<file path="config.mk">
export PLATFORM = sky130hd
export DESIGN_NAME = ippc_fifo
export DESIGN_NICKNAME = d
export VERILOG_FILES = /design/src/ippc_pkg.sv /design/src/ippc_fifo.sv
export SDC_FILE = /design/constraint.sdc
export NUM_CORES = 1
export LEC_CHECK = 0
export BUFFER_PORTS_ARGS = -buffer_cell sky130_fd_sc_hd__buf_2
export CORE_ASPECT_RATIO = 1.4
export CORE_MARGIN = 5
export CORE_UTILIZATION = 47
export DETAILED_ROUTE_END_ITERATION = 10
export GPL_TIMING_DRIVEN = 0
export PLACE_DENSITY_LB_ADDON = 0.25
export SYNTH_ARGS = -nofsm -noshare
export SYNTH_HDL_FRONTEND = slang
export SYNTH_SLANG_ARGS = --single-unit
</file>
<file path="constraint.sdc">
create_clock -name i_clk -period 2.4 [get_ports i_clk]
set_clock_uncertainty 0.1 [all_clocks]
set_input_delay 0.12 -clock i_clk [delete_from_list [all_inputs] [get_ports i_clk]]
set_output_delay 0.12 -clock i_clk [all_outputs]
set_load 0.005 [all_outputs]
</file>
<file path="src/ippc_pkg.sv">
package ippc_pkg;

    // Counter table geometry
    localparam int PROTOCOL_ENTRIES = 256;
    localparam int COUNT_BITS       = 64;
    localparam int IDX_BITS         = $clog2(PROTOCOL_ENTRIES);
    localparam int COUNT_PORT_BITS  = 64;

    // Command queue between parser and counter engine
    localparam int QUEUE_DEPTH = 4;
    localparam int QPTR_BITS   = $clog2(QUEUE_DEPTH);

    // Packet parsing
    localparam int OFFSET_BITS          = 7;
    localparam logic [6:0] OFFSET_MAX   = 7'd127;
    localparam logic [6:0] TYPE_HI_POS  = 7'd12;
    localparam logic [6:0] TYPE_LO_POS  = 7'd13;
    localparam logic [6:0] INNER_HI_POS = 7'd16;
    localparam logic [6:0] INNER_LO_POS = 7'd17;
    localparam logic [6:0] ETH_HDR_LEN  = 7'd14;
    localparam logic [6:0] VLAN_HDR_END = 7'd18;
    localparam logic [6:0] IPV4_PROTO_POS = 7'd9;
    localparam logic [6:0] IPV6_NEXT_POS  = 7'd6;
    localparam logic [7:0] IPV4_MIN_LEN   = 8'd20;
    localparam logic [7:0] IPV6_MIN_LEN   = 8'd40;

    localparam logic [15:0] TYPE_VLAN_Q  = 16'h8100;
    localparam logic [15:0] TYPE_VLAN_AD = 16'h88A8;
    localparam logic [15:0] TYPE_IPV4    = 16'h0800;
    localparam logic [15:0] TYPE_IPV6    = 16'h86DD;

    // Item and result codes
    localparam logic OP_BYTE      = 1'b0;
    localparam logic OP_READ      = 1'b1;
    localparam logic KIND_VERDICT = 1'b0;
    localparam logic KIND_READ    = 1'b1;
    localparam logic VERDICT_PASS = 1'b0;
    localparam logic VERDICT_DROP = 1'b1;

    // One request for the counter engine
    typedef struct packed {
        logic                kind;
        logic                verdict;
        logic                count_en;
        logic [IDX_BITS-1:0] index;
    } t_cmd;

endpackage

</file>
<file path="src/ippc_fifo.sv">
module ippc_fifo import ippc_pkg::*; (
    input  logic i_clk,
    input  logic i_rst_n,
    input  logic i_push,
    input  t_cmd i_data,
    output logic o_full,
    input  logic i_pop,
    output t_cmd o_data,
    output logic o_empty
);

    t_cmd                 r_mem [QUEUE_DEPTH];
    logic [QPTR_BITS-1:0] r_wr, r_rd;
    logic [QPTR_BITS:0]   r_count;

    assign o_full  = (r_count == (QPTR_BITS+1)'(QUEUE_DEPTH));
    assign o_empty = (r_count == '0);
    assign o_data  = r_mem[r_rd];

    // Store requests
    always_ff @(posedge i_clk) begin
        if (i_push) begin
            r_mem[r_wr] <= i_data;
        end
    end

    // Move pointers and fill count
    always_ff @(posedge i_clk) begin
        if (!i_rst_n) begin
            r_wr    <= '0;
            r_rd    <= '0;
            r_count <= '0;
        end else begin
            if (i_push) r_wr <= r_wr + 1'b1;
            if (i_pop)  r_rd <= r_rd + 1'b1;
            if (i_push && !i_pop) r_count <= r_count + 1'b1;
            else if (!i_push && i_pop) r_count <= r_count - 1'b1;
        end
    end

endmodule

</file>
### After elaboration in Yosys (flattened, before gate mapping)

Memories as Yosys holds them, arrays and structs flattened. A register that Yosys moved wholly into a read port is not among the register bits.
Cells that the tools add are included.

* memories kept: 1
* input bits: 15
* flip-flop bits (word level): 7
* memory bits (writable): 44

Memory list
* r_mem: depth 4, width 11, read ports 1, clocked after Yosys merged registers in 1, write ports 1, RTL line ippc_fifo.sv:12 `t_cmd r_mem [QUEUE_DEPTH];`

* add/sub/neg operators: 4
* reduce and logical (&&, ||, !) cells: 6
* mux-type cells: 6
* equal/unequal tests: 1

Operators by type and width (count)
* $mux 3: 2
* $add 2x1->2 const B: 2
* $mux 2: 2
* $add 3x1->3 const B: 1
* $eq 3x3->1 const B: 1
* $logic_not 3->1: 1
* $sub 3x1->3 const B: 1
* $logic_and 1x1->1: 2
* $logic_not 1->1: 2
* $mux 1: 2
* $reduce_bool 2->1: 1

### Longest topological paths before layout

* depth after elaboration: 4
* mapped depth: 7

### Worst setup path after synthesis

OpenSTA, ideal clock, no wires.

* path type: register to register
* start point: register r_count[0]
* end point: register r_count[2]
* stages on the path, launching flop included: 5
* arrival time: 1.353 ns
* period minus slack after synthesis: 1.529 ns
* slack: 0.871 ns
* data required time: 2.224 ns
* library setup time: 0.076 ns
* cell sequence: dfxtp_1 fa_1 xor2_1 or3_1 a21boi_0

* cells in the longest elaborated chain, start to end: 3

Ends and longest elaborated chain
* from (decl): RTL line ippc_fifo.sv:14 `logic [QPTR_BITS:0] r_count;`
* from (signal assigned): RTL line ippc_fifo.sv:36 `if (i_push && !i_pop) r_count <= r_count + 1'b1;`
* from (signal assigned): RTL line ippc_fifo.sv:37 `else if (!i_push && i_pop) r_count <= r_count - 1'b1;`
* $sub 3x1->3: RTL line ippc_fifo.sv:37
* $mux 3: RTL line ippc_fifo.sv:37
* $mux 3 *: RTL line ippc_fifo.sv:36

Mark *: on every way between the ends. The rest lies on a longest branch, timed or not. The select of a mux whose other input is x is not followed.
A chain may end at the register's enable or synchronous reset.

==> key figures <==
Outcome
  • Outcome: finished, final reports clean

Global routing
  • Global-route track usage on met3: 3.338%
  • GRT overflow: 0
  • Number of global-route vias before repair: 1048
  • GR peak layer: met2
  • GR Util met2: 21.38%
  • First-pass GRT wire length: 5023 um
  • Pin count of the biggest net entering global routing: 18
  • Initial antenna violation count: 0
  • Global-route usage over all layers: 12.00%
  • Met1 Use GR: 13.38%

Power and ir drop
  • Sw frac: 22.41%
  • Worst vdd ir: 0.3514 mV
  • Reg power frac: 60.5%
  • Combinational Power Share: 12.4%
  • Pint: 1.380 mW
  • PD cells: 733.0 nW/um^2
  • Clk network pwr share: 27.1%
  • P_sw: 0.3985 mW
  • Leakage: 0.8796 nW

Worst hold path
  • Cells on Worst Hold Path: 2
  • Hold Crit Start: i_rst_n
  • Hold Crit Class: input port to flop
  • Hold path endpoint: r_count[0]$_SDFFE_PN0P_

Timing
  • RSZ-0062 raised after global routing: no
  • Pin slew with the least headroom to its limit: 0.5768 ns
  • Setup Viol. Count Final: 0
  • Crit share post-route: 72.81%
  • Fin worst setup slack: 0.6526 ns
  • Setup TNS: 0 ns
  • FMAX: 572.3 MHz
  • Final Critical Period: 1.747 ns
  • Slew headroom: 61.55%
  • Final hold viol count: 0
  • Slew Limit Fails: 0

Final layout
  • Antenna diode count: 0
  • Sequential standard cell area: 1501 um^2
  • Post-Layout Cell Count: 191
  • Layout Utilization: 57.71%
  • Area of the multi-input gates: 501.7 um^2
  • Layout cell share with drive strength beyond 1: 32.19%
  • Nets: 166
  • FILL cells: 331
  • Area Overhead vs Synth: 19.25%

Worst setup path
  • Setup slack, reg-to-reg: 0.77 ns
  • Worst-path fanout max: 10
  • Depth of the worst register-to-register path: 4
  • Crit path DAT: 1.53 ns
  • CP startpoint kind: flop
  • Worst reg2reg path startpoint: r_count[0]$_SDFFE_PN0P_
  • FF-to-FF End: r_count[2]$_SDFFE_PN0P_
  • WP data required: 2.18 ns
  • Crit end category: output pin
  • Crit Path Category: flop to output pin

Synthesis
  • Synth Flop Type: edfxtp_1
  • EDFF count, synth: 44
  • Most numerous cell in the Yosys netlist: edfxtp_1
  • Synth top area cells: edfxtp_1 (65%), mux4_2 (11%), dfxtp_1 (8.9%)
  • Post-synth top cells: edfxtp_1 (44), mux4_2 (10), and2_1 (9), dfxtp_1 (9), ha_1 (5)
  • Seq cells post-synth: 53
  • Post-synth top area share: 64.94%
  • Syn nets: 121
  • Syn Area/Cell: 20.34 um^2
  • Syn Std Cell Area: 2034 um^2
  • Mapped Cells: 100
  • Synth warn: 0
  • Post-synthesis cell type count: 20
  • Synth area leader: edfxtp_1
  • Sequential area share after synthesis: 73.80%
  • Share of flip-flops with an asynchronous set or reset: 0%

CTS
  • Clk_lat worst skew: 0.30 ns
  • Post-CTS setup buffers: 0
  • Htree depth: 2
  • TritonCTS clock tree: yes
  • Num CTS Buffers: 5
  • CTS Hold Bufs: 11
  • Worst-case clock buffer depth: 2
  • CTS root buffer: clkbuf_8
  • CTS sink count: 53
  • Clock transition at path regs: 0.08 ns
  • Post-CTS sizing: 0

Die
  • Die ar.: 5763 um^2
  • DIE WIDTH: 65.61 um
  • Die Span Y: 87.85 um
  • Ports: 28
  • Core Area: 4204 um^2
  • Cell Rows: 28
  • Initial Util: 48.39%

Placed design
  • DP Worst Slack: 0.6621 ns
  • I/O Buffers: 27
  • RD Place Congestion: 0.6462
  • Inst Count DP: 172
  • Final HPWL DP: 2108 um

Detailed routing
  • Vias: 996
  • Initial drt markers: 45
  • Routed WL: 3006 um
  • Routed Antenna Nets: 0
  • DR WL/cell: 15.74 um
  • DR pass1 iterations: 4
  • DRC viols: 0
  • Via density: 5.215

Job
  • Max_cap viols: 0
critical path: stages, from the launching register on:
cell,delay [ns]
dfxtp_1,0.36
buf_6,0.20
mux4_2,0.52
buf_2,0.14
kinds of logic (layout without fill, tap and decap cells):
group                      Yosys count  count (layout)  share of synthesized area [%]
and+or+nand+nor                     15              15                          4.489
xor gates and xnor gates             5               5                          2.153
adders and majority gates            6               6                          4.059
DFF                                 53              53                          73.80
muxes                               13              13                          13.35
AOI/OAI and AO/OA                    2               2                         0.6149
buffers and inverters                6              52                          1.537
placed cells by master (no fill, tap or decap), types with 2 or more instances in the layout:
master / synthesis / final
buf_2: 1 / 28
dfxtp_1: 9 / 9
and2_1: 9 / 9
xnor2_1: 2 / 2
mux2i_1: 2 / 2
edfxtp_1: 44 / 44
mux4_2: 10 / 10
dlygate4sd3_1: 0 / 11
clkbuf_8: 0 / 5
ha_1: 5 / 5
inv_1: 4 / 4
xor2_1: 3 / 3
nor2b_1: 2 / 2
metal layers:
metal / share of wire [%] / wire [um]
met5: 0 / 0
met3: 3.5 / 105
met1: 38 / 1152
met4: 1.9 / 57
met2: 56 / 1692
registers in the layout, summed over array words and instances (netlist names), named ones only:
register / count
r_rd: 2
r_mem: 44
r_wr: 2
r_count: 3
per-stage QoR:
stage	hold slack, ns	power [mW]	area (um^2)
6_report	0.01269	1.778	2426
5_1_grt	0.03493	1.866	2426
4_1_cts	0.01996	1.808	2426
3_5_place_dp	0.2370	1.312	2226
3_3_place_gp	0.2297	1.298	2226
2_1_floorplan	0.1189	1.223	2034
area by class of cell:
type | count | area share (%)
timing repair buffer | 38 | 10.11
sequential | 53 | 61.89
multi-input combinational | 41 | 20.68
clock inverter | 3 | 0.8767
buffer | 2 | 0.6704
clock buffer | 5 | 2.837
inverter | 4 | 0.6189
tap | 45 | 2.321
worst max-delay path by stage:
stage / slack, ns / end / depth (start not counted) / from
after floorplan: 0.87 / r_count[2]$_SDFFE_PN0P_ / 4 / r_count[0]$_SDFFE_PN0P_
after global routing: 0.57 / o_data[9] / 3 / flop
after global placement: 0.73 / r_count[2]$_SDFFE_PN0P_ / 8 / i_pop
final: 0.65 / o_data[9] / 3 / flop
after detailed placement: 0.66 / r_count[2]$_SDFFE_PN0P_ / 7 / i_push
after CTS: 0.62 / o_data[0] / 3 / flop
power groups by stage:
stage          Combinational, mW  Clock [mW]  Sequential, mW
4_1_cts                    0.228       0.503            1.08
5_1_grt                    0.248       0.537            1.08
3_3_place_gp               0.205           0            1.09
2_1_floorplan              0.132           0            1.09
6_report                   0.220       0.483            1.08
3_5_place_dp               0.213           0            1.10
Power figures use the tool's default switching activity.
