`config.mk`:
```
export PLATFORM = sky130hd
export DESIGN_NAME = ippc_front
export DESIGN_NICKNAME = d
export VERILOG_FILES = /design/src/ippc_pkg.sv /design/src/ippc_front.sv
export SDC_FILE = /design/constraint.sdc
export NUM_CORES = 1
export LEC_CHECK = 0
export ABC_AREA = 1
export CAP_MARGIN = 20
export CORE_ASPECT_RATIO = 2
export CORE_MARGIN = 1
export CORE_UTILIZATION = 35
export DETAILED_ROUTE_END_ITERATION = 8
export DONT_BUFFER_PORTS = 1
export HOLD_SLACK_MARGIN = 0.12
export PLACE_DENSITY = 0.48
export SKIP_LAST_GASP = 1
export SLEW_MARGIN = 40
export SYNTH_ARGS = -nofsm -noshare
export SYNTH_HDL_FRONTEND = slang
export SYNTH_SLANG_ARGS = --single-unit
```
`constraint.sdc`:
```
create_clock -name i_clk -period 4.3 [get_ports i_clk]
set_clock_uncertainty 0.15 [all_clocks]
set_input_delay 0.43 -clock i_clk [delete_from_list [all_inputs] [get_ports i_clk]]
set_output_delay 0.43 -clock i_clk [all_outputs]
set_load 0.005 [all_outputs]
```
`src/ippc_pkg.sv`:
```
package ippc_pkg;

    // Counter table geometry
    localparam int PROTOCOL_ENTRIES = 256;
    localparam int COUNT_BITS       = 64;
    localparam int IDX_BITS         = $clog2(PROTOCOL_ENTRIES);
    localparam int COUNT_PORT_BITS  = 64;

    // Command queue between parser and counter engine
    localparam int QUEUE_DEPTH = 4;
    localparam int QPTR_BITS   = $clog2(QUEUE_DEPTH);

    // Packet parsing
    localparam int OFFSET_BITS          = 7;
    localparam logic [6:0] OFFSET_MAX   = 7'd127;
    localparam logic [6:0] TYPE_HI_POS  = 7'd12;
    localparam logic [6:0] TYPE_LO_POS  = 7'd13;
    localparam logic [6:0] INNER_HI_POS = 7'd16;
    localparam logic [6:0] INNER_LO_POS = 7'd17;
    localparam logic [6:0] ETH_HDR_LEN  = 7'd14;
    localparam logic [6:0] VLAN_HDR_END = 7'd18;
    localparam logic [6:0] IPV4_PROTO_POS = 7'd9;
    localparam logic [6:0] IPV6_NEXT_POS  = 7'd6;
    localparam logic [7:0] IPV4_MIN_LEN   = 8'd20;
    localparam logic [7:0] IPV6_MIN_LEN   = 8'd40;

    localparam logic [15:0] TYPE_VLAN_Q  = 16'h8100;
    localparam logic [15:0] TYPE_VLAN_AD = 16'h88A8;
    localparam logic [15:0] TYPE_IPV4    = 16'h0800;
    localparam logic [15:0] TYPE_IPV6    = 16'h86DD;

    // Item and result codes
    localparam logic OP_BYTE      = 1'b0;
    localparam logic OP_READ      = 1'b1;
    localparam logic KIND_VERDICT = 1'b0;
    localparam logic KIND_READ    = 1'b1;
    localparam logic VERDICT_PASS = 1'b0;
    localparam logic VERDICT_DROP = 1'b1;

    // One request for the counter engine
    typedef struct packed {
        logic                kind;
        logic                verdict;
        logic                count_en;
        logic [IDX_BITS-1:0] index;
    } t_cmd;

endpackage

```
`src/ippc_front.sv`:
```
module ippc_front import ippc_pkg::*; (
    input  logic       i_clk,
    input  logic       i_rst_n,
    input  logic       i_accept,
    input  logic       i_op,
    input  logic [7:0] i_data_byte,
    input  logic       i_last_byte,
    input  logic [7:0] i_counter_index,
    output logic       o_push,
    output t_cmd       o_cmd
);

    logic [OFFSET_BITS-1:0] r_offset, n_offset;
    logic [15:0]            r_outer, n_outer;
    logic [15:0]            r_inner, n_inner;
    logic [7:0]             r_cap, n_cap;

    logic                   vlan;
    logic [OFFSET_BITS-1:0] hdr;
    logic [15:0]            etype;
    logic [7:0]             len;
    logic                   drop;
    logic [7:0]             proto;

    // Fold the current byte into the header fields
    always_comb begin
        n_outer = r_outer;
        n_inner = r_inner;
        if (r_offset == TYPE_HI_POS)  n_outer[15:8] = i_data_byte;
        if (r_offset == TYPE_LO_POS)  n_outer[7:0]  = i_data_byte;
        if (r_offset == INNER_HI_POS) n_inner[15:8] = i_data_byte;
        if (r_offset == INNER_LO_POS) n_inner[7:0]  = i_data_byte;

        vlan  = (n_outer == TYPE_VLAN_Q) || (n_outer == TYPE_VLAN_AD);
        hdr   = vlan ? VLAN_HDR_END : ETH_HDR_LEN;
        etype = vlan ? n_inner : n_outer;

        // Capture the protocol / next-header byte
        n_cap = r_cap;
        if (r_offset >= ETH_HDR_LEN) begin
            if ((etype == TYPE_IPV4) && (r_offset == hdr + IPV4_PROTO_POS)) n_cap = i_data_byte;
            if ((etype == TYPE_IPV6) && (r_offset == hdr + IPV6_NEXT_POS))  n_cap = i_data_byte;
        end

        n_offset = (r_offset < OFFSET_MAX) ? r_offset + 7'd1 : r_offset;

        // Verdict at packet end
        len  = {1'b0, r_offset} + 8'd1;
        drop = (len < {1'b0, ETH_HDR_LEN}) || (vlan && (len < {1'b0, hdr}));
        proto = 8'd0;
        if (!drop) begin
            if ((etype == TYPE_IPV4) && (len >= {1'b0, hdr} + IPV4_MIN_LEN)) begin
                proto = n_cap;
            end else if ((etype == TYPE_IPV6) && (len >= {1'b0, hdr} + IPV6_MIN_LEN)) begin
                proto = n_cap;
            end
        end
    end

    // Advance parse state; clear it after the last byte
    always_ff @(posedge i_clk) begin
        if (!i_rst_n) begin
            r_offset <= '0;
            r_outer  <= '0;
            r_inner  <= '0;
            r_cap    <= '0;
        end else if (i_accept && (i_op == OP_BYTE)) begin
            if (i_last_byte) begin
                r_offset <= '0;
                r_outer  <= '0;
                r_inner  <= '0;
                r_cap    <= '0;
            end else begin
                r_offset <= n_offset;
                r_outer  <= n_outer;
                r_inner  <= n_inner;
                r_cap    <= n_cap;
            end
        end
    end

    // Issue a request for reads and packet ends
    always_comb begin
        o_push = i_accept && ((i_op == OP_READ) || i_last_byte);
        if (i_op == OP_READ) begin
            o_cmd.kind     = KIND_READ;
            o_cmd.verdict  = VERDICT_PASS;
            o_cmd.count_en = 1'b0;
            o_cmd.index    = IDX_BITS'(i_counter_index);
        end else begin
            o_cmd.kind     = KIND_VERDICT;
            o_cmd.verdict  = drop ? VERDICT_DROP : VERDICT_PASS;
            o_cmd.count_en = !drop;
            o_cmd.index    = IDX_BITS'(proto);
        end
    end

endmodule

```
Word level (Yosys, flattened, before mapping)

Index checks and enable logic that the tools add are counted.
Widths: inputs -> output; s select.

Flip-flop bits (word level): 47
Output and inout port bits: 12
Word-level logic and storage cells: 59

Add/subtract/negate cells: 6
Order comparisons: 6
Eq/ne operators: 10
Multiplexer cells: 19
Bitwise logic cells: 1
Reductions and logical operators: 13

Operators by type and width:

| kind                 | count |
|---|---|
| $mux 8               | 11 |
| $eq 16x16->1 const B | 3 |
| $mux 16              | 3 |
| $eq 16x12->1 const B | 1 |
| $eq 7x4->1 const B   | 2 |
| $eq 7x5->1 const B   | 2 |
| $eq 7x6->1           | 2 |
| $mux 7               | 2 |
| $mux 11              | 1 |
| $add 7x1->8 const B  | 1 |
| $ge 8x6->1           | 1 |
| $ge 8x7->1           | 1 |
| $lt 8x4->1 const B   | 1 |
| $lt 8x5->1           | 1 |
| $add 5x6->7 const B  | 1 |
| $add 7x1->7 const B  | 1 |
| $ge 7x4->1 const B   | 1 |
| $logic_and 1x1->1    | 7 |
| $lt 7x7->1 const B   | 1 |
| $add 5x3->6 const B  | 1 |
| $add 5x4->6 const B  | 1 |
| $add 5x5->6 const B  | 1 |
| $mux 5               | 1 |
| $logic_or 1x1->1     | 3 |
| 5 further kinds      | 5 |

Longest topological paths before layout

Word-level depth: 15
Mapped depth: 24
Gate-level depth less buffers: 23

Worst setup path after synthesis

OpenSTA, ideal clock, no wires.

Path kind: register to output
Start: reg r_offset[0]
End: out o_cmd[0] in the netlist's numbering
Arrival time: 2.962 ns
Setup slack: 0.758 ns
Cell stages (with the launch flop): 22
Buffers on the path: 1
Cells stage by stage: dfxtp_1 -> inv_1 -> ha_1 -> nand3_2 -> nor2_4 -> nand2_1 -> nand2_1 -> nor2_1 -> nand3_1 -> nand2_2 -> nand2_2 -> buf_6 -> inv_1 -> ha_1 -> inv_1 -> o21bai_1 -> a21oi_1 -> o31ai_1 -> nand3_1 -> a21oi_2 -> nand3_1 -> nand2_1

RTL lines:

| item                     | RTL line         | RTL |
|---|---|---|
| start: declaration       | ippc_front.sv:13 | `logic [OFFSET_BITS-1:0] r_offset, n_offset;` |
| start signal: assignment | ippc_front.sv:74 | `r_offset <= n_offset;` |
| end: declaration         | ippc_front.sv:10 | `output t_cmd o_cmd` |

==> metrics.yaml <==
synth_compound_area_frac: 0.1503
worst_ep_arrival_time_ns: 3.43
place.gp.congestion: 0.9567
yosys_register_bits: 47
grt_antenna_before_repair: 0
clock_tree_from_tritoncts: "built"
synth.mux.area_fraction: 0
ant_nets: 0
worst_ep_required_time_ns: 3.72
timing_worst_setup_path_type: "reg -> out"
setup_ws_ns: 0.2948
io_buffer_count: 0
synth_top_family_by_area: "simple AND/OR/NAND/NOR gates"
hold_buffers: 0
detailed_router_iteration_count_before_antenna_repair: 4
yosys-top-cells-area: "sky130_fd_sc_hd__dfxtp_1 (27%), sky130_fd_sc_hd__nand2_1 (22%), sky130_fd_sc_hd__inv_1 (9.0%)"
largest_net_degree_at_the_start_of_global_routing: 32
maxSlewViolCount: 0
hpwlAfterDp_um: 9533
number_of_clock_buffers_inserted_by_tritoncts: 5
clk_pin_slew_worst_setup_hold_paths_ns: 0.07
pre_cts_ws_ns: 0.2978
synth_cell_type_count: 32
area.growth.synth_to_final_pct: 12.33
clock-root-buffer: "sky130_fd_sc_hd__clkbuf_16"
nNetsFinal: 640
die_height_um: 143.7
core_area_um2: 9763
fmax_mhz: 249.7
insertion_delay_ns: 0.30
post_synth_fa_ha_maj_area_fraction: 0.02850
setup_viol: 0
ys_async_sr_fraction: 0
route.final.wire_length_um: 12140
cellPowerDensity_nw_per_um2: 245.1
hold_ws_ns: 0.2053
dominantRegCellSynth: "sky130_fd_sc_hd__dfxtp_1"
maxCapViolations: 0
cts_num_sinks: 47
i_o_pin_total: 33
synth.most_common_cell: "sky130_fd_sc_hd__nand2_1"
drt_iter0_drc: 147
total_leakage_power_nw: 1.746
core_util_final: 0.4041
postSynthNetCount: 638
chipWidth_um: 72.83
syn_area_um2: 3512
most_frequent_cells_after_synthesis: "sky130_fd_sc_hd__nand2_1 (210), sky130_fd_sc_hd__inv_1 (84), sky130_fd_sc_hd__nor2_1 (61)"
final_min_period_over_clock_period: 0.9314
post-route-min-period_ns: 4.005
ir_worst_vdd_mv: 0.2157
ctsLongestPathBuffers: 2
synthDominantAreaCellType: "sky130_fd_sc_hd__dfxtp_1"
synth_area_per_cell_um2: 5.767
hold_violations: 0
start_util: 0.3597
antennaDiodeCount: 0
synth.top_cell.area_share: 0.2679
timing.critical_path.from_type: "flop"
synth.yosys.warnings: 0
grt_usage: 0.2411
design.die.area_um2: 10460
postSynthCellCount: 609
outcome: "complete, no violations"
drc: 0
yosys.area_share.simple: 0.4232
detail_route.wl_per_cell_um: 16.32
wire_length_of_the_first_global_routing_pass_um: 18440
synth_edf_count: 0
std_cell_rows: 51
worst_slew_pin_slew_ns: 0.6202
crit_path_end_kind: "output pin"
max-slew-margin-rel: 0.5854
worst-path-max-fanout: 8
grt_remaining_overflow: 0
yosysSeqAreaShare: 0.2679
htreeDepth: 2
grt_pass1_vias: 3515
num_vias: 3696
routed_via_density: 4.968
hold_path_class: "in -> reg"
synth-xor-area-share: 0.004988
layout_cell_share_with_drive_strength_beyond_1: 0.1111
## path summary, 6_finish.rpt
check / depth (start not counted) / end / start / slack (ns)
max: 21 / o_cmd[1] / r_offset[0] / 0.29
min: 3 / r_offset[5] / i_last_byte / 0.21
max reg2reg: 22 / r_cap[2] / r_offset[0] / 0.94
min reg2reg: 2 / r_inner[4] / r_inner[4] / 0.31
## state kept, by name, summed over array words and instances, names as in the netlist
name	cells
r_cap	8
r_inner	16
r_offset	7
r_outer	16
## through the flow
| stage | setup TNS (ns) | cell area, µm² | power, mW | instances |
|---|---|---|---|---|
| after detailed placement | 0 | 3656 | 0.5519 | 730 |
| after CTS | 0 | 3822 | 0.9754 | 739 |
| final | 0 | 3945 | 0.9670 | 744 |
| after global placement | 0 | 3656 | 0.5520 | 730 |
| after global routing | -0.01048 | 3945 | 1.010 | 744 |
| after floorplan | 0 | 3512 | 0.5249 | 609 |
## final cells by class
class                   instances  area [µm²]
inverters                      88       330.3
flip-flops and latches         47       942.2
clock inverters                 3       26.28
multi-input cells             453        2236
fillers                      1095        5818
clock buffers                   5       125.1
repair buffers                 16       120.1
well taps                     132       165.2
## cell families after synthesis
family                     Yosys count
AOI/OAI and AO/OA                   92
xor gates and xnor gates             2
adders and majority gates            8
buffers and inverters              110
DFF                                 47
and+or+nand+nor                    350
## metal layers
| metal | wire length, µm | share of wire | global-route usage |
|---|---|---|---|
| met5 | 0 | 0 | 0 |
| met1 | 4455 | 0.37 | 0.2443 |
| met2 | 6725 | 0.55 | 0.4584 |
| met3 | 377 | 0.031 | 0.02875 |
| met4 | 583 | 0.048 | 0.1373 |
## power by group
| group | total [mW] | internal (mW) | switching [mW] |
|---|---|---|---|
| clock network | 0.416 | 0.222 | 0.194 |
| logic | 0.106 | 0.0281 | 0.0778 |
| registers | 0.445 | 0.439 | 0.00604 |
| total | 0.967 | 0.690 | 0.277 |
## worst max-delay path, cell delays in order, from the launching register on
cell and delay (ns):
sky130_fd_sc_hd__dfxtp_2 0.38, sky130_fd_sc_hd__inv_2 0.08, sky130_fd_sc_hd__ha_4 0.18, sky130_fd_sc_hd__nand3_4 0.13, sky130_fd_sc_hd__inv_2 0.05, sky130_fd_sc_hd__nand2_2 0.14
sky130_fd_sc_hd__nand2_1 0.12, sky130_fd_sc_hd__nand2_2 0.13, sky130_fd_sc_hd__nor2_1 0.06, sky130_fd_sc_hd__nand3_1 0.12, sky130_fd_sc_hd__nand2_4 0.08, sky130_fd_sc_hd__nand2_2 0.08
sky130_fd_sc_hd__inv_1 0.05, sky130_fd_sc_hd__ha_1 0.27, sky130_fd_sc_hd__inv_1 0.04, sky130_fd_sc_hd__o21bai_1 0.18, sky130_fd_sc_hd__a21oi_1 0.09, sky130_fd_sc_hd__o31ai_1 0.25
sky130_fd_sc_hd__nand3_1 0.16, sky130_fd_sc_hd__a21oi_4 0.29, sky130_fd_sc_hd__nand3_1 0.12, sky130_fd_sc_hd__nand2_1 0.09
## repair_timing
action / CTS / global route
gates cloned: 0 / 1
pin swaps: 1 / 6
buffers inserted: 1 / 4
gates resized for setup: 1 / 21
endpoints found under the setup margin: 6 / 10
## cells in the final DEF, fill, tap and decap left out, types with 2 or more instances in the layout
cell type | Yosys | layout
sky130_fd_sc_hd__nand2_1 | 210 | 206
sky130_fd_sc_hd__inv_1 | 84 | 79
sky130_fd_sc_hd__nor2_1 | 61 | 60
sky130_fd_sc_hd__nand3_1 | 53 | 53
sky130_fd_sc_hd__dfxtp_1 | 47 | 46
sky130_fd_sc_hd__a21oi_1 | 40 | 40
sky130_fd_sc_hd__o21ai_0 | 24 | 24
sky130_fd_sc_hd__buf_4 | 2 | 16
sky130_fd_sc_hd__o22ai_1 | 11 | 11
sky130_fd_sc_hd__nand2_2 | 7 | 9
sky130_fd_sc_hd__inv_2 | 3 | 8
sky130_fd_sc_hd__nor2_4 | 3 | 6
sky130_fd_sc_hd__ha_1 | 8 | 6
sky130_fd_sc_hd__nand2_4 | 3 | 5
sky130_fd_sc_hd__nor2_2 | 6 | 5
sky130_fd_sc_hd__clkbuf_16 | 0 | 5
sky130_fd_sc_hd__o21bai_1 | 4 | 4
sky130_fd_sc_hd__a211oi_1 | 4 | 4
sky130_fd_sc_hd__inv_6 | 0 | 3
sky130_fd_sc_hd__nand3_4 | 0 | 2
sky130_fd_sc_hd__o21ai_1 | 2 | 2
sky130_fd_sc_hd__nand3_2 | 4 | 2
sky130_fd_sc_hd__nor3_1 | 3 | 2
sky130_fd_sc_hd__xor2_1 | 2 | 2
sky130_fd_sc_hd__ha_4 | 0 | 2
(Power assumes the default switching activity.)
